## src/hdl/atai_pkg.sv

```systemverilog
// shared constants, register codes and item flag type for the address to index block
package atai_pkg;

   localparam int DATA_WIDTH      = 32;
   localparam int ADDR_WIDTH_DEF  = 32;
   localparam int CSR_INDEX_WIDTH = 3;

   localparam logic [CSR_INDEX_WIDTH-1:0] CSR_ARRAY_BASE    = 3'd0;
   localparam logic [CSR_INDEX_WIDTH-1:0] CSR_ELEMENT_COUNT = 3'd1;
   localparam logic [CSR_INDEX_WIDTH-1:0] CSR_ELEMENT_SIZE  = 3'd2;
   localparam logic [CSR_INDEX_WIDTH-1:0] CSR_ARRAY_SPAN    = 3'd3;
   localparam logic [CSR_INDEX_WIDTH-1:0] CSR_NULL_INDEX    = 3'd4;

   localparam logic [DATA_WIDTH-1:0] NULL_INDEX_RESET = 32'hFFFF_FFFF;

   typedef struct packed {
      logic nullable;
      logic zero_addr;
      logic in_range;
   } item_flags_type;

endpackage

```

## src/hdl/atai_geom.sv

```systemverilog
// geometry check of the configured array, two register stages behind the config registers
module atai_geom #(
   parameter int ADDR_WIDTH = atai_pkg::ADDR_WIDTH_DEF
) (
   input  logic                            clock,
   input  logic [atai_pkg::DATA_WIDTH-1:0] array_base,
   input  logic [atai_pkg::DATA_WIDTH-1:0] element_count,
   input  logic [atai_pkg::DATA_WIDTH-1:0] element_size,
   input  logic [atai_pkg::DATA_WIDTH-1:0] array_span,
   output logic                            geom_ok
);
   import atai_pkg::*;

   localparam int DW = (ADDR_WIDTH < DATA_WIDTH) ? ADDR_WIDTH : DATA_WIDTH;
   localparam logic [63:0] LIM = (64'd1 << ADDR_WIDTH) - 64'd1;

   logic [63:0] base_w;
   logic [63:0] span_w;
   logic [63:0] size_w;
   logic [63:0] prod_ff;
   logic [63:0] prod_in;
   logic        nonzero_ff;
   logic        nonzero_in;
   logic        geom_ok_ff;
   logic        geom_ok_in;

   always_comb begin
      base_w     = 64'(array_base[DW-1:0]);
      span_w     = 64'(array_span[DW-1:0]);
      size_w     = 64'(element_size[DW-1:0]);
      prod_in    = 64'(element_count) * size_w;
      nonzero_in = (base_w != 64'd0) && (element_count != '0) &&
                   (size_w != 64'd0) && (span_w != 64'd0);
      geom_ok_in = nonzero_ff && ((prod_ff & ~LIM) == 64'd0) && (span_w == prod_ff) &&
                   (span_w <= (LIM - base_w));
   end

   always_ff @(posedge clock) begin
      prod_ff    <= prod_in;
      nonzero_ff <= nonzero_in;
      geom_ok_ff <= geom_ok_in;
   end

   assign geom_ok = geom_ok_ff;

endmodule

```

## config.mk

```make
export PLATFORM = sky130hd
export DESIGN_NAME = atai_geom
export DESIGN_NICKNAME = d
export VERILOG_FILES = /design/src/hdl/atai_pkg.sv /design/src/hdl/atai_geom.sv
export SDC_FILE = /design/constraint.sdc
export NUM_CORES = 2
export LEC_CHECK = 0
export BUFFER_PORTS_ARGS = -buffer_cell sky130_fd_sc_hd__buf_2
export CAP_MARGIN = 20
export CORE_MARGIN = 5
export CORE_UTILIZATION = 45
export CTS_CLUSTER_SIZE = 30
export DETAILED_ROUTE_END_ITERATION = 10
export HOLD_SLACK_MARGIN = 0.12
export PLACE_DENSITY = 0.73
export SLEW_MARGIN = 20
export SYNTH_ARGS = -nofsm -noshare
export SYNTH_HDL_FRONTEND = slang
export SYNTH_SLANG_ARGS = --single-unit
export TNS_END_PERCENT = 50
```

## constraint.sdc

```tcl
create_clock -name clock -period 7.55 [get_ports clock]
set_input_delay 0.3775 -clock clock [delete_from_list [all_inputs] [get_ports clock]]
set_output_delay 0.3775 -clock clock [all_outputs]
set_load 0.02 [all_outputs]
```

# Word level (Yosys, flattened, before mapping)
# Index checks and enable logic that the tools add are counted.
# op_classes
n_addsub	1
mul	1
order_cmp	1
n_eq_ne	1
reduce_logical	11
# ops
cell	n
nonzero test 32 bit	4
== test 32 x 64 -> 1 bit	1
<= comparator 32 x 64 -> 1 bit	1
logical NOT 64 bit	1
multiplier 32 x 32 -> 64 bit	1
subtractor 32 x 32 -> 33 bit, first input constant	1
logical AND 1 bit	6
# totals
regBits	66
inputBits	129
output_inout_bits	1
wordCells	18

# Logic depth before layout (Yosys ltp)
# depth
word_depth	4
depth_mapped	30
depth_no_buf	28

# Worst setup path before layout
# No wires, ideal clock.
# synth_timing
path_type	input-to-reg
from	input element_size[5] (netlist bit)
to	register prod_ff[57]
setup_ns	0.123
arrival_time_ns	6.830
required_ns	7.427
path_slack_ns	0.597
path_stages	25
path_buffers	1
path_cell_list	clkbuf_1 -> and2_1 -> fa_1 -> fa_1 -> fa_1 -> inv_1 -> fa_1 -> inv_1 -> fa_1 -> inv_1 -> fa_1 -> inv_1 -> fa_1 -> fa_1 -> ha_1 -> a21o_1 -> a21o_1 -> a21oi_1 -> o21ai_1 -> a41oi_4 -> o41ai_4 -> a41o_1 -> nand2b_1 -> a31o_1 -> xor2_1
# synth_via
elab_chain_cells	1
# synth_rtl
item	line	text
start: declaration	atai_geom.sv:8	input logic [atai_pkg::DATA_WIDTH-1:0] element_size,
multiplier 32 x 32 -> 64 bit	atai_geom.sv:31	prod_in = 64'(element_count) * size_w;
via prod_in[57]	atai_geom.sv:21	logic [63:0] prod_in;
end signal: assignment	atai_geom.sv:39	prod_ff <= prod_in;
end: declaration	atai_geom.sv:20	logic [63:0] prod_ff;
# The timed path passes the listed nets, and every way through them passes these cells.

# Final worst setup path
# layout_timing
from	input element_count[16] (netlist bit)
to	register prod_ff[59]
# layout_via
elab_chain_cells	1
# layout_rtl
item	line	text
start: declaration	atai_geom.sv:7	input logic [atai_pkg::DATA_WIDTH-1:0] element_count,
multiplier 32 x 32 -> 64 bit	atai_geom.sv:31	
via prod_in[59]	atai_geom.sv:21	
# The timed path passes the listed nets, and every way through them passes these cells.

==> flow_summary.ini <==
[sta]
fin_skew_ns = 0.00686
slew_headroom = 0.410
period_share = 0.960
setup-violations-final = 0
post-route-min-period_ns = 7.25
maxSlewViolCount = 0
final_hold_viol_count = 0
fmax_mhz = 138
hold_ws_ns = 0.498
rsz0062_at_grt = no
tightest_slew_ns = 0.877

[grt]
grt_pass1_vias = 30200
grt_max_degree = 28
track_usage = 0.232
antenna_found_initial = 6
grt_pass1_wl_um = 160000
grt_overflow = 0

[synthesis]
netlist.area_leader.share = 0.495
synth_area_per_cell_sq_um = 9.18
synth_area_leader_cell = fa_1
synth-edff-count = 0
netlist_area_sq_um = 36300
synth_area_leaders = fa_1, and2_1, ha_1
ys_top_cells_by_count = fa_1, inv_1, and2_1
syn_nets = 5268
synth_seq_area_share = 0.0364
synth_most_common_cell = fa_1
synth_ff_type = dfxtp_1
synth_cells = 3948
ys_ff_latch = 66
ys_types = 65
yosys_warnings = 0
async_reset_ff_frac = 0

[cts]
worst_skew_pair.late_latency_ns = 0.33
clock_path_buffers = 2
clkTransAtPathRegs_ns = 0.06
clock_sinks = 66
htreeDepth = 3
cts_tree = yes
hold_buffers = 0
numCtsBuffers = 9
cts-root-buf = clkbuf_16

[setup_path]
crit_path_max_fanout = 17
crit_path_start_kind = input pin
cp_slowest_cell = fa_1
endpoint_kind = flop
cpPeakStageDelay_ns = 0.54
worst_ep_arrival_time_ns = 7.46
crit_required_ns = 7.76
crit_family = adder cells
path_class = in -> reg
cpMostUsedCell = fa_1
critPathBufInv = 6

[outcome]
status = complete, no violations

[layout]
final_core_util = 0.488
final_nets = 5367
layout-drive-gt1-share = 0.0846
layout.cells.non_filler = 5114
multiInputGateArea_sq_um = 30800
seqCellArea_sq_um = 1320
n_fill_cell = 7519
syn_to_final_growth_pct = 7.82

[routing]
dr.first_iter.drc_count = 1660
antenna_left = 0
finalWirelength_um = 97800
drc_errors = 0
viasPerCell = 5.31
drtPass1Iterations = 10
wl_per_cell_um = 19.1
vias = 27200

[placed_design]
port_buffers = 129
dp_cells = 5096
hpwlAfterDp_um = 84700
gp_congestion = 0.930

[floorplan]
dieWidth_um = 294
core_sq_um = 80200
die-area_sq_um = 86300
io_pins = 130
dieHeight_um = 294
start_util = 0.452
rows = 104

[min_path]
hold_class = in -> reg

[flow_run]
drv_cap = 0
-- layer usage --
metal | track usage | share of wire | vias to the layer above
met3 | 0.0310 | 0.062 | 322
li1 | - | - | 11800
met1 | 0.286 | 0.38 | 14000
met5 | 0 | 0.00062 | -
met2 | 0.410 | 0.50 | 1003
met4 | 0.102 | 0.056 | 8
-- flip-flops by register name, summed over array words and instances, names as in the netlist --
register and flops:
prod_ff 64, nonzero_ff 1, geom_ok 1
-- worst reg2reg max path, stage by stage (launching register included) --
cell	delay [ns]
dfxtp_1	0.32
xor2_1	0.16
nor4_1	0.71
nand4_1	0.32
nor3_1	0.39
nand4_1	0.16
nor2_1	0.10
-- cells in the final DEF (no fill, tap or decap), types with 6 or more instances in the layout --
| cell type | count |
|---|---|
| xor2_1 | 57 |
| fa_1 | 896 |
| nand3_1 | 16 |
| dfxtp_1 | 66 |
| and3_1 | 8 |
| o21a_1 | 8 |
| nor2b_1 | 7 |
| clkbuf_16 | 9 |
| buf_12 | 6 |
| buf_4 | 167 |
| a211oi_1 | 6 |
| buf_2 | 126 |
| a21oi_1 | 71 |
| and2_1 | 620 |
| nor4_1 | 48 |
| o21ai_0 | 34 |
| inv_1 | 883 |
| nand4_1 | 34 |
| nand2_1 | 454 |
| xnor2_1 | 37 |
| nor2_1 | 35 |
| o21bai_1 | 9 |
| nand2b_1 | 9 |
| ha_1 | 295 |
| a31oi_1 | 15 |
| a21o_1 | 56 |
| nor3_1 | 8 |
-- path summary, 6_finish.rpt --
check	start	endpoint	slack [ns]	cells after the start
max reg2reg	prod_ff[14]	geom_ok	5.35	6
max	element_count[16]	prod_ff[59]	0.30	26
min	array_base[3]	geom_ok	0.50	4
min reg2reg	prod_ff[0]	geom_ok	0.69	4
-- logic make-up after synthesis --
kind of cell	count (synthesis)	share of synthesized area
fa+ha+maj	1191	0.597
simple gates	1257	0.183
compound gates	243	0.0455
flops	66	0.0364
xor+xnor	94	0.0227
buf+inv	1097	0.115
-- metrics by stage --
| step | setup TNS [ns] | setup slack [ns] | cell area, sq um |
|---|---|---|---|
| 2_1_floorplan | 0 | 0.597 | 36300 |
| 3_3_place_gp | 0 | 0.111 | 38700 |
| 3_5_place_dp | -0.0251 | -0.0196 | 38700 |
| 4_1_cts | 0 | 0.300 | 39100 |
| 5_1_grt | 0 | 0.0345 | 39100 |
| 6_report | 0 | 0.300 | 39100 |
-- repair_timing --
item                                   in CTS  in global routing
gates resized for setup                     0                  3
setup endpoints to repair                   0                  2
setup buffers                               0                  0
endpoints found under the hold margin       0                  0
-- cell type report --
cell class | instances | area share
Sequential cell | 66 | 0.0338
Tap cell | 1060 | 0.0339
Antenna cell | 2 | 0.000128
Multi-Input combinational cell | 2785 | 0.787
Inverter | 883 | 0.0848
Clock buffer | 10 | 0.00586
Timing Repair Buffer | 302 | 0.0518
Clock inverter | 6 | 0.00294
Power is left out: the tool's default activity adds up to more than one toggle a clock period on the data nets, which glitch-free logic cannot reach.
