$ cat src/hdl/atai_pkg.sv
// shared constants, register codes and item flag type for the address to index block
package atai_pkg;

   localparam int DATA_WIDTH      = 32;
   localparam int ADDR_WIDTH_DEF  = 32;
   localparam int CSR_INDEX_WIDTH = 3;

   localparam logic [CSR_INDEX_WIDTH-1:0] CSR_ARRAY_BASE    = 3'd0;
   localparam logic [CSR_INDEX_WIDTH-1:0] CSR_ELEMENT_COUNT = 3'd1;
   localparam logic [CSR_INDEX_WIDTH-1:0] CSR_ELEMENT_SIZE  = 3'd2;
   localparam logic [CSR_INDEX_WIDTH-1:0] CSR_ARRAY_SPAN    = 3'd3;
   localparam logic [CSR_INDEX_WIDTH-1:0] CSR_NULL_INDEX    = 3'd4;

   localparam logic [DATA_WIDTH-1:0] NULL_INDEX_RESET = 32'hFFFF_FFFF;

   typedef struct packed {
      logic nullable;
      logic zero_addr;
      logic in_range;
   } item_flags_type;

endpackage

$ cat src/hdl/atai_front.sv
// entry stage: offset from base and range flags of one lookup
module atai_front #(
   parameter int W = atai_pkg::DATA_WIDTH
) (
   input  logic                            clock,
   input  logic                            reset,
   input  logic                            in_valid,
   output logic                            in_ready,
   input  logic                            in_cmd,
   input  logic [atai_pkg::DATA_WIDTH-1:0] in_address,
   input  logic [atai_pkg::DATA_WIDTH-1:0] array_base,
   input  logic [atai_pkg::DATA_WIDTH-1:0] array_span,
   output logic                            out_valid,
   input  logic                            out_ready,
   output atai_pkg::item_flags_type        out_flags,
   output logic [W-1:0]                    out_delta
);
   import atai_pkg::*;

   logic           valid_ff;
   logic           valid_in;
   item_flags_type flags_ff;
   item_flags_type flags_in;
   logic [W-1:0]   delta_ff;
   logic [W-1:0]   delta_in;
   logic [W-1:0]   addr_c;
   logic [W-1:0]   base_c;

   always_comb begin
      addr_c             = in_address[W-1:0];
      base_c             = array_base[W-1:0];
      delta_in           = addr_c - base_c;
      flags_in.nullable  = in_cmd;
      flags_in.zero_addr = (addr_c == '0);
      flags_in.in_range  = (addr_c >= base_c) && (delta_in < array_span[W-1:0]);
      in_ready           = !valid_ff || out_ready;
      valid_in           = in_ready ? in_valid : valid_ff;
   end

   always_ff @(posedge clock) begin
      if (reset) begin
         valid_ff <= 1'b0;
      end else begin
         valid_ff <= valid_in;
      end
   end

   always_ff @(posedge clock) begin
      if (in_valid && in_ready) begin
         flags_ff <= flags_in;
         delta_ff <= delta_in;
      end
   end

   assign out_valid = valid_ff;
   assign out_flags = flags_ff;
   assign out_delta = delta_ff;

endmodule

$ cat config.mk
export PLATFORM = sky130hd
export DESIGN_NAME = atai_front
export DESIGN_NICKNAME = d
export VERILOG_FILES = /design/src/hdl/atai_pkg.sv /design/src/hdl/atai_front.sv
export SDC_FILE = /design/constraint.sdc
export NUM_CORES = 1
export LEC_CHECK = 0
export ABC_AREA = 1
export BUFFER_PORTS_ARGS = -buffer_cell sky130_fd_sc_hd__buf_2
export CORE_MARGIN = 5
export CORE_UTILIZATION = 31
export CTS_CLUSTER_SIZE = 12
export DETAILED_ROUTE_END_ITERATION = 8
export HOLD_SLACK_MARGIN = 0.1
export PLACE_DENSITY = 0.52
export SLEW_MARGIN = 5
export SYNTH_ARGS = -nofsm -noshare
export SYNTH_HDL_FRONTEND = slang
export SYNTH_SLANG_ARGS = --single-unit
$ cat constraint.sdc
create_clock -name clock -period 3 [get_ports clock]
set_input_delay 0.3 -clock clock [delete_from_list [all_inputs] [get_ports clock]]
set_output_delay 0.3 -clock clock [all_outputs]
set_load 0.03 [all_outputs]
Word level (Yosys, flattened, before mapping). Index checks and enable logic that the tools add are counted.

Bits of input ports: 101. Flip-flop bits (word level): 36.

Magnitude comparators: 2. Reduce and logical (&&, ||, !) cells: 5. Add/subtract/negate cells: 1.

Operator list (count): $ge A32 B32 Y1 (1); $logic_not A32 Y1 (1); $lt A32 B32 Y1 (1); $sub A32 B32 Y32 (1); $logic_and A1 B1 Y1 (2); $logic_not A1 Y1 (1); $logic_or A1 B1 Y1 (1).

Logic depth before layout (Yosys ltp).
Depth after elaboration: 3. Depth in mapped cells: 23.

Worst setup path before layout. No wires, ideal clock.

Kind: register -> register. Start: register valid_ff, in the netlist out_valid. End: register delta_ff[0], in the netlist out_delta[0], enable pin. Data required time: 2.561 ns. Data arrival time: 2.203 ns. Path slack: 0.358 ns. Path buffers: 0. Cell stages (with the launch flop): 2. Cell sequence: dfxtp_1 > a21oi_1.

Longest elaborated chain between the ends: 3.

RTL lines: start, declared (RTL line atai_front.sv:20) `logic valid_ff;`; start signal, assigned (RTL line atai_front.sv:44) `valid_ff <= valid_in;`; $logic_not A1 Y1 (RTL line atai_front.sv:36) `in_ready = !valid_ff || out_ready;`; $logic_or A1 B1 Y1 (RTL line atai_front.sv:36); $logic_and A1 B1 Y1 (RTL line atai_front.sv:49) `if (in_valid && in_ready) begin`; end signal, assigned (RTL line atai_front.sv:51) `delta_ff <= delta_in;`; end, declared (RTL line atai_front.sv:24) `logic [W-1:0] delta_ff;`.

No other way between the ends. A chain may end at the register's enable or synchronous reset.

==> impl_metrics.sql <==
INSERT INTO impl_metrics (metric_group, metric, value, unit) VALUES
('synth', 'largest_family_of_logic_cells_by_synthesized_area', 'simple AND/OR/NAND/NOR gates', ''),
('synth', 'synthSimpleGateAreaFrac', '0.326', ''),
('pwr', 'power_leakage', '3.28', 'nW'),
('pwr', 'p_seq_frac', '0.304', ''),
('synth', 'syn-instance-count', '679', ''),
('grt', 'grt_first_pass_wirelength', '20600', 'um'),
('grt', 'initial_antenna_violation_count', '0', ''),
('detailed_routing', 'wire_per_inst', '12.8', 'um'),
('detailed_routing', 'avgViaCountPerCell', '4.38', ''),
('grt', 'globalRoute.totalOverflow', '0', ''),
('pwr', 'p_int', '1.29', 'mW'),
('final_layout', 'layout.filler_cells', '1540', ''),
('clock_network', 'clock-sinks', '36', ''),
('worst_setup_path', 'cp_max_fo', '3', ''),
('synth', 'synth_enable_flop_cells', '35', ''),
('sta', 'fin_crit_sh', '0.898', ''),
('final_layout', 'finished_cell_area', '0.00550', 'mm^2'),
('sta', 'grt_setup_unrepaired', 'false', ''),
('worst_setup_path', 'arrival', '2.72', 'ns'),
('sta', 'postLayoutSetupSlackWorst', '0.307', 'ns'),
('synth', 'ys_async_sr_fraction', '0', ''),
('synth', 'syn_area', '0.00438', 'mm^2'),
('sta', 'final.setup_skew', '0.00635', 'ns'),
('synth', 'yosys.area_share.xor_xnor', '0.0320', ''),
('detailed_routing', 'detail_route.drc_violations', '0', ''),
('clock_network', 'cts_max_level', '2', ''),
('clock_network', 'clk_pin_slew', '0.05', 'ns'),
('synth', 'number_of_different_library_cells_in_the_post_synthesis_netlist', '28', ''),
('sta', 'worst_hold_slack', '0.186', 'ns'),
('sta', 'finalCriticalPeriod', '2.69', 'ns'),
('floorplan', 'pin_count', '138', ''),
('floorplan', 'placementRows', '43', ''),
('synth', 'synth-warning-count', '0', ''),
('grt', 'largest_net_degree_at_the_start_of_global_routing', '36', ''),
('final_layout', 'diodes', '0', ''),
('pwr', 'ir_worst_vdd', '0.173', 'mV'),
('final_layout', 'multi_input_comb_area', '0.00273', 'mm^2'),
('place', 'post_place_setup_slack', '-0.0171', 'ns'),
('worst_setup_path', 'cpLargestDelayFamily', 'simple AND/OR/NAND/NOR gates', ''),
('final_layout', 'final_cell_mix', 'sky130_fd_sc_hd__nand2_1 (220), sky130_fd_sc_hd__inv_1 (160), sky130_fd_sc_hd__buf_2 (137)', ''),
('synth', 'syn-num-nets', '844', ''),
('sta', 'hold_violations', '0', ''),
('worst_setup_path', 'worstSetupEndpointType', 'register', ''),
('sta', 'worst_slew_margin_rel', '0.663', ''),
('final_layout', 'post-route-util', '0.397', ''),
('worst_setup_path', 'cp_data_required_time', '3.02', 'ns'),
('run_status', 'result_of_the_run', 'finished clean', ''),
('final_layout', 'layout_commonest_cell', 'sky130_fd_sc_hd__nand2_1', ''),
('synth', 'seq_area_frac_synth', '0.245', ''),
('floorplan', 'initial_utilization', '0.316', ''),
('detailed_routing', 'finalWirelength', '12900', 'um'),
('pwr', 'power.clock.fraction', '0.222', ''),
('place', 'detailed_place_hpwl', '11700', 'um'),
('worst_setup_path', 'critical_path_class', 'primary input to register', ''),
('grt', 'via_count_of_the_first_global_routing_pass', '4375', ''),
('synth', 'postSynthRegisterBits', '36', ''),
('place', 'gpl.final_weighted_congestion', '0.849', ''),
('place', 'dp_cells', '1004', ''),
('detailed_routing', 'drt-initial-drc-count', '229', ''),
('clock_network', 'tritoncts', 'built', ''),
('synth', 'synthAdderAreaFrac', '0.185', ''),
('worst_setup_path', 'cpMaxStageDelayCell', 'sky130_fd_sc_hd__fa_1', ''),
('pwr', 'pwr_density_cell', '390', 'mW/mm^2'),
('pwr', 'power.net_switching', '0.852', 'mW'),
('synth', 'synth_compound_area_frac', '0.0754', ''),
('clock_network', 'cts-root-buf', 'sky130_fd_sc_hd__clkbuf_16', ''),
('final_layout', 'instances_no_fill', '1011', ''),
('worst_setup_path', 'critical_path_buf_inv_count', '3', ''),
('pwr', 'power_share_of_the_combinational_group', '0.474', ''),
('run', 'maxCapViolations', '0', ''),
('synth', 'yosys_most_used_dff', 'sky130_fd_sc_hd__edfxtp_1', '');
==> worst paths after layout <==
kind / startpoint / to / cells past startpoint
worst max-delay path: in_address[0] / out_flags[0] / 23
worst min-delay path: reset / out_valid / 2
worst max register to register: out_valid / out_delta[21] / 2
worst min register to register: out_valid / out_valid / 2
==> state kept, by name, summed over array words and instances, names as in the netlist <==
register / count
out_valid: 1
out_flags: 3
out_delta: 32
==> cell families after synthesis <==
logic type               count (synthesis)
flip-flops                              36
AO/OA/AOI/OAI                           63
buffers and inverters                  161
AND/OR/NAND/NOR                        339
XOR/XNOR                                16
adder cells (fa/ha/maj)                 64
==> layer usage <==
layer | global-route usage | wire [um] | up-vias | part of all wire
met2 | 0.252 | 5610 | 100 | 0.43
met4 | 0.0364 | 146 | 0 | 0.011
met3 | 0.0141 | 688 | 13 | 0.053
met5 | 0 | 0 | - | 0
met1 | 0.223 | 6500 | 1897 | 0.50
li1 | - | - | 2418 | -
==> Yosys cell counts (2+ instances only) <==
cell type | number | share of area
sky130_fd_sc_hd__nand3_1 | 27 | 0.031
sky130_fd_sc_hd__nor2_2 | 5 | 0.0071
sky130_fd_sc_hd__or2_1 | 2 | 0.0029
sky130_fd_sc_hd__nor3_1 | 3 | 0.0034
sky130_fd_sc_hd__edfxtp_1 | 35 | 0.24
sky130_fd_sc_hd__nand3b_1 | 3 | 0.0051
sky130_fd_sc_hd__nand2_1 | 221 | 0.19
sky130_fd_sc_hd__nand4_1 | 8 | 0.011
sky130_fd_sc_hd__xor2_1 | 15 | 0.030
sky130_fd_sc_hd__o21a_1 | 3 | 0.0051
sky130_fd_sc_hd__nor4_1 | 8 | 0.011
sky130_fd_sc_hd__nor2_1 | 48 | 0.041
sky130_fd_sc_hd__o21ai_0 | 12 | 0.014
sky130_fd_sc_hd__a21oi_1 | 45 | 0.051
sky130_fd_sc_hd__inv_1 | 160 | 0.14
sky130_fd_sc_hd__nand2_2 | 8 | 0.011
sky130_fd_sc_hd__ha_1 | 63 | 0.18
sky130_fd_sc_hd__nand3_2 | 3 | 0.0069
==> power by group through the flow <==
stage / Sequential (mW) / Clock, mW / Combinational [mW]
2_1_floorplan: 0.785 / 0 / 0.566
3_3_place_gp: 0.663 / 0 / 1.02
3_5_place_dp: 0.663 / 0 / 1.02
4_1_cts: 0.653 / 0.486 / 1.02
5_1_grt: 0.657 / 0.508 / 1.16
6_report: 0.652 / 0.476 / 1.02
==> final cells by class <==
type / instances / share of cell area
tap: 180 / 0.0409
multi-input combinational: 482 / 0.495
clock inverter: 2 / 0.00136
timing repair buffer: 145 / 0.135
sequential: 36 / 0.195
clock buffer: 5 / 0.0227
inverter: 161 / 0.110
==> repair_timing <==
action | in CTS | in global routing
gates resized for setup | 0 | 3
setup endpoints to repair | 0 | 1
buffers inserted | 0 | 0
(Power assumes the default switching activity.)
