`src/hdl/atai_pkg.sv`:
```
// shared constants, register codes and item flag type for the address to index block
package atai_pkg;

   localparam int DATA_WIDTH      = 32;
   localparam int ADDR_WIDTH_DEF  = 32;
   localparam int CSR_INDEX_WIDTH = 3;

   localparam logic [CSR_INDEX_WIDTH-1:0] CSR_ARRAY_BASE    = 3'd0;
   localparam logic [CSR_INDEX_WIDTH-1:0] CSR_ELEMENT_COUNT = 3'd1;
   localparam logic [CSR_INDEX_WIDTH-1:0] CSR_ELEMENT_SIZE  = 3'd2;
   localparam logic [CSR_INDEX_WIDTH-1:0] CSR_ARRAY_SPAN    = 3'd3;
   localparam logic [CSR_INDEX_WIDTH-1:0] CSR_NULL_INDEX    = 3'd4;

   localparam logic [DATA_WIDTH-1:0] NULL_INDEX_RESET = 32'hFFFF_FFFF;

   typedef struct packed {
      logic nullable;
      logic zero_addr;
      logic in_range;
   } item_flags_type;

endpackage

```
`src/hdl/atai_div_cell.sv`:
```
// one restoring division cell: one quotient bit per cell, item held while the next cell is full
module atai_div_cell #(
   parameter int W = atai_pkg::DATA_WIDTH
) (
   input  logic                     clock,
   input  logic                     reset,
   input  logic                     in_valid,
   output logic                     in_ready,
   input  atai_pkg::item_flags_type in_flags,
   input  logic [W-1:0]             in_num,
   input  logic [W-1:0]             in_rem,
   input  logic [W-1:0]             in_quo,
   input  logic [W-1:0]             divisor,
   output logic                     out_valid,
   input  logic                     out_ready,
   output atai_pkg::item_flags_type out_flags,
   output logic [W-1:0]             out_num,
   output logic [W-1:0]             out_rem,
   output logic [W-1:0]             out_quo
);
   import atai_pkg::*;

   logic           valid_ff;
   logic           valid_in;
   item_flags_type flags_ff;
   logic [W-1:0]   num_ff;
   logic [W-1:0]   num_in;
   logic [W-1:0]   rem_ff;
   logic [W-1:0]   rem_in;
   logic [W-1:0]   quo_ff;
   logic [W-1:0]   quo_in;
   logic [W:0]     trial;
   logic [W:0]     diff;
   logic           fits;

   always_comb begin
      // bring down the next dividend bit and try the subtract
      trial    = {in_rem, in_num[W-1]};
      diff     = trial - {1'b0, divisor};
      fits     = (trial >= {1'b0, divisor});
      rem_in   = fits ? diff[W-1:0] : trial[W-1:0];
      num_in   = {in_num[W-2:0], 1'b0};
      quo_in   = {in_quo[W-2:0], fits};
      in_ready = !valid_ff || out_ready;
      valid_in = in_ready ? in_valid : valid_ff;
   end

   always_ff @(posedge clock) begin
      if (reset) begin
         valid_ff <= 1'b0;
      end else begin
         valid_ff <= valid_in;
      end
   end

   always_ff @(posedge clock) begin
      if (in_valid && in_ready) begin
         flags_ff <= in_flags;
         num_ff   <= num_in;
         rem_ff   <= rem_in;
         quo_ff   <= quo_in;
      end
   end

   assign out_valid = valid_ff;
   assign out_flags = flags_ff;
   assign out_num   = num_ff;
   assign out_rem   = rem_ff;
   assign out_quo   = quo_ff;

   a_hold_when_blocked: assert property (@(posedge clock) disable iff (reset)
      valid_ff && !out_ready |=> valid_ff && $stable(quo_ff) && $stable(rem_ff))
      else $error("cell lost or changed a blocked item");

   a_fill_on_accept: assert property (@(posedge clock) disable iff (reset)
      in_valid && in_ready |=> valid_ff && (quo_ff[0] == $past(fits)))
      else $error("cell did not capture the accepted item");

endmodule

```
`config.mk`:
```
export PLATFORM = sky130hd
export DESIGN_NAME = atai_div_cell
export DESIGN_NICKNAME = d
export VERILOG_FILES = /design/src/hdl/atai_pkg.sv /design/src/hdl/atai_div_cell.sv
export SDC_FILE = /design/constraint.sdc
export NUM_CORES = 1
export LEC_CHECK = 0
export ABC_AREA = 1
export BUFFER_PORTS_ARGS = -buffer_cell sky130_fd_sc_hd__buf_2
export CORE_MARGIN = 4
export CORE_UTILIZATION = 45
export CTS_CLUSTER_DIAMETER = 100
export CTS_CLUSTER_SIZE = 25
export DETAILED_ROUTE_END_ITERATION = 8
export PLACE_DENSITY = 0.77
export SYNTH_ARGS = -nofsm -noshare
export SYNTH_HDL_FRONTEND = slang
export SYNTH_SLANG_ARGS = --single-unit
export TNS_END_PERCENT = 5
```
`constraint.sdc`:
```
create_clock -name clock -period 6.45 [get_ports clock]
set_clock_uncertainty 0.15 [all_clocks]
set_input_delay 1.29 -clock clock [delete_from_list [all_inputs] [get_ports clock]]
set_output_delay 1.29 -clock clock [all_outputs]
set_load 0.02 [all_outputs]
```
After elaboration in Yosys (flattened, before gate mapping)
Cells that the tools add are included.
{"block": "op_classes", "magnitude_cmp": 1, "muxes": 1, "n_reduce_logical": 3, "addsub": 1}
{"cell": "$ge A33 B32 Y1", "n": 1}
{"cell": "$mux W32", "n": 1}
{"cell": "$sub A32 B32 Y32", "n": 1}
{"cell": "$logic_and A1 B1 Y1", "n": 1}
{"cell": "$logic_not A1 Y1", "n": 1}
{"cell": "$logic_or A1 B1 Y1", "n": 1}
{"block": "totals", "in_bits": 135, "out_inout_bits": 101, "elab_cells": 13, "ff_bits": 99}

Logic depth before layout (Yosys ltp)
{"block": "depth", "word_depth": 3, "mapped_depth": 16}

Least setup slack after synthesis
OpenSTA, ideal clock, no wires.
{"block": "synth_timing", "kind": "input port to flip-flop", "from": "input port in_valid", "to": "register flags_ff (netlist bit out_flags[0]), enable pin", "arrival_time_ns": 6.062, "setup_slack_ns": -0.349, "required_time_ns": 5.713, "setup_time_ns": 0.587, "stages": 2, "cell_sequence": "inv_1 > a21oi_1"}
{"block": "synth_via", "elab_chain_cells": 1}
{"item": "start, declared", "line_no": "atai_div_cell.sv:7", "source": "input logic in_valid,"}
{"item": "$logic_and A1 B1 Y1", "line_no": "atai_div_cell.sv:57", "source": "if (in_valid && in_ready) begin"}
{"item": "end signal, assigned", "line_no": "atai_div_cell.sv:58", "source": "flags_ff <= in_flags;"}
{"item": "end, declared", "line_no": "atai_div_cell.sv:25", "source": "item_flags_type flags_ff;"}
No other way between the ends.
A chain may end at the register's enable or synchronous reset.

Worst setup path after layout
{"block": "layout_timing", "from": "input port in_rem[2]", "to": "register rem_ff[1] (netlist: out_rem[1]) (data pin)"}
{"block": "layout_via", "elab_chain_cells": 2}
{"item": "start, declared", "line_no": "atai_div_cell.sv:11", "source": "input logic [W-1:0] in_rem,"}
{"item": "$ge A33 B32 Y1", "line_no": "atai_div_cell.sv:40", "source": "fits = (trial >= {1'b0, divisor});"}
{"item": "$mux W32", "line_no": "atai_div_cell.sv:41", "source": "rem_in = fits ? diff[W-1:0] : trial[W-1:0];"}
{"item": "via rem_in[1]", "line_no": "atai_div_cell.sv:29", "source": "logic [W-1:0] rem_in;"}
{"item": "end signal, assigned", "line_no": "atai_div_cell.sv:60", "source": "rem_ff <= rem_in;"}
{"item": "end, declared", "line_no": "atai_div_cell.sv:28", "source": "logic [W-1:0] rem_ff;"}
The timed path passes the listed nets, and every way through them passes these cells.

==> impl_metrics.ini <==
[placed_design]
place_inst = 1159
port-buffer-count = 233
gp_congestion = 0.889
dpl.hpwl_um = 14300
place_ws_ns = 2.63

[finish]
nets = 1162
syn2layout_area_growth_pct = 25.9
diodes = 0
nFillCells = 1300
layout.cells.non_filler = 1175
drive_above_1_share_pct = 28.2

[critical_path]
worstSetupStartpointType = primary input
criticalPathCategory = primary input to flip-flop
cp.arrival_ns = 3.32
end_kind = flip-flop
required_ns = 6.40
worstPathMaxFanout = 35

[sta]
fmax_mhz = 297
report.final.slew_viol_count = 0
finalCritPeriodShare_pct = 52.2
worst_slack_ns = 3.08
slew_headroom_pct = 55.8
rsz0062_at_grt = false
final_hold_viol_count = 0
fin_crit_ns = 3.37
setup_tns_ns = 0
tightestPinTransition_ns = 0.664
setup_viol = 0
holdWs_ns = 0.433

[grt]
grt_pass1_vias = 5239
grt_overflow = 0
antenna_found_initial = 2
grt_use_total_pct = 22.1
grt_first_pass_wirelength_um = 27300
grt_max_degree = 55

[clocking]
clk_pin_slew_ns = 0.07
htree_levels = 3
cts_sinks = 99
post_cts_buffers = 0
root_buffer = clkbuf_16
clk_path_buf_depth = 2
clkLatencyLatePin_ns = 0.35
cts_buffers = 9
cts_resized = 0
postCtsHoldBufs = 0
cts_tree = built

[floorplan]
io_pins = 236
die-area_um2 = 15700
core_area_um2 = 13300
chipWidth_um = 125
initial_core_util_pct = 46.3
core.rowCount = 42
die_h_um = 125

[route]
drt-initial-drc-count = 261
via_per_inst = 4.69
antenna_left = 0
routedWlPerCell_um = 15.1
drc_errors = 0
wl_um = 17700
first_pass_iters = 5
vias = 5505

[logic_synthesis]
synth_compound_area_share_pct = 2.14
synth_top_family_by_area = simple AND/OR/NAND/NOR gates
async_reset_ff_share_pct = 0
synthMuxAreaShare_pct = 0
syn_nets = 926
yosysSeqAreaShare_pct = 47.9
synth.yosys.warnings = 0
yosysTopAreaCellShare_pct = 47.6
synth_most_common_cell = nand2_1
yosysTopAreaCell = edfxtp_1
syn_inst = 758
synth.area.top_cells = edfxtp_1, nand2_1, inv_1, ha_1, nand3_1
synthSimpleGateAreaFrac_pct = 30.3
synth_area_um2 = 6180
ys.flop_type = edfxtp_1
post_synth_num_cell_types = 32
synth_xor_xnor_area_share_pct = 1.98
avgSynthCellArea_um2 = 8.16
synth_commonest_cells = nand2_1, inv_1, edfxtp_1
yosys_register_bits = 99
synth_edf_count = 98
synth_adder_area_share_pct = 6.80

[power_and_ir_drop]
power_leakage_nw = 4.20
ir_drop_uv = 108
power_density_nw_per_um2 = 226

[flow_run]
drv_cap = 0

[min_path]
hold_class = flip-flop to flip-flop

[run_status]
outcome = complete, no violations
==> critical path, cell delays in order <==
cell and delay [ns]:
buf_2 0.11, ha_1 0.38, nand2_2 0.14, inv_1 0.05, nand2_1 0.08, nand2_1 0.05, nand2_1 0.06, nand3_2 0.13
nand2_2 0.12, nand2_2 0.08, nand2_4 0.33, nand2_8 0.28, nand2_1 0.13, o21ai_0 0.08
==> final timing paths <==
check / startpoint / end / slack, ns / cells past startpoint
setup / recovery: in_rem[2] / out_rem[1] / 3.08 / 14
hold / removal: out_valid / out_valid / 0.43 / 2
setup reg to reg: out_valid / out_quo[7] / 4.84 / 2
hold reg to reg: out_valid / out_valid / 0.43 / 2
==> state kept, by name (all words and copies together) (netlist names) <==
register / count
out_flags: 3
out_num: 31
out_quo: 32
out_rem: 32
out_valid: 1
==> logic make-up (layout without fill, tap and decap cells) <==
kind of cell	Yosys count	in the layout
xor gates and xnor gates	14	14
other	1	1
AOI/OAI and AO/OA	26	26
buffers and inverters	165	406
DFF	99	99
and+or+nand+nor	420	420
adders and majority gates	33	33
==> cells in the final DEF, fill, tap and decap left out, drive strengths merged <==
| master | n |
|---|---|
| nand2 | 283 |
| a21oi | 23 |
| fa | 1 |
| or2 | 1 |
| clkbuf | 10 |
| dfxtp | 1 |
| nor3 | 8 |
| nor2 | 40 |
| nand4 | 2 |
| xor2 | 13 |
| nand3 | 68 |
| buf | 236 |
| inv | 156 |
| and2 | 8 |
| xnor2 | 1 |
| clkinv | 3 |
| o21bai | 1 |
| nand3b | 10 |
| conb | 1 |
| clkinvlp | 1 |
| ha | 32 |
| o21ai | 2 |
| edfxtp | 98 |
==> stage by stage <==
stage               power, mW  utilization, %  cell area [µm²]
finish                   1.76            58.3             7780
global route             1.85            58.3             7780
floorplan                1.12               -             6190
CTS                      1.77            58.3             7780
global placement         1.26            56.3             7520
detailed placement       1.26            56.3             7520
==> routing by layer <==
metal / GRT usage [%] / up-vias / part of all wire [%]
li1: - / 2842 / -
met1: 26.9 / 2471 / 42
met2: 40.3 / 175 / 51
met3: 4.56 / 13 / 6.0
met4: 4.97 / 4 / 0.85
met5: 0 / - / 0.15
==> area by class of cell <==
cell class / count / area [µm²] / area share [%]
inverters: 154 / 578 / 7.43
flip-flops and latches: 99 / 2960 / 38.1
clock inverters: 6 / 38.8 / 0.498
clock buffers: 10 / 229 / 2.94
repair buffers: 236 / 1190 / 15.3
well taps: 176 / 220 / 2.83
multi-input cells: 494 / 2570 / 33.0
==> power breakdown <==
part	switching, mW	internal, mW
combinational	0.302	0.160
sequential	0.0111	0.774
clock	0.248	0.262
total	0.561	1.20
No activity file was read; power rests on OpenSTA's default activity.
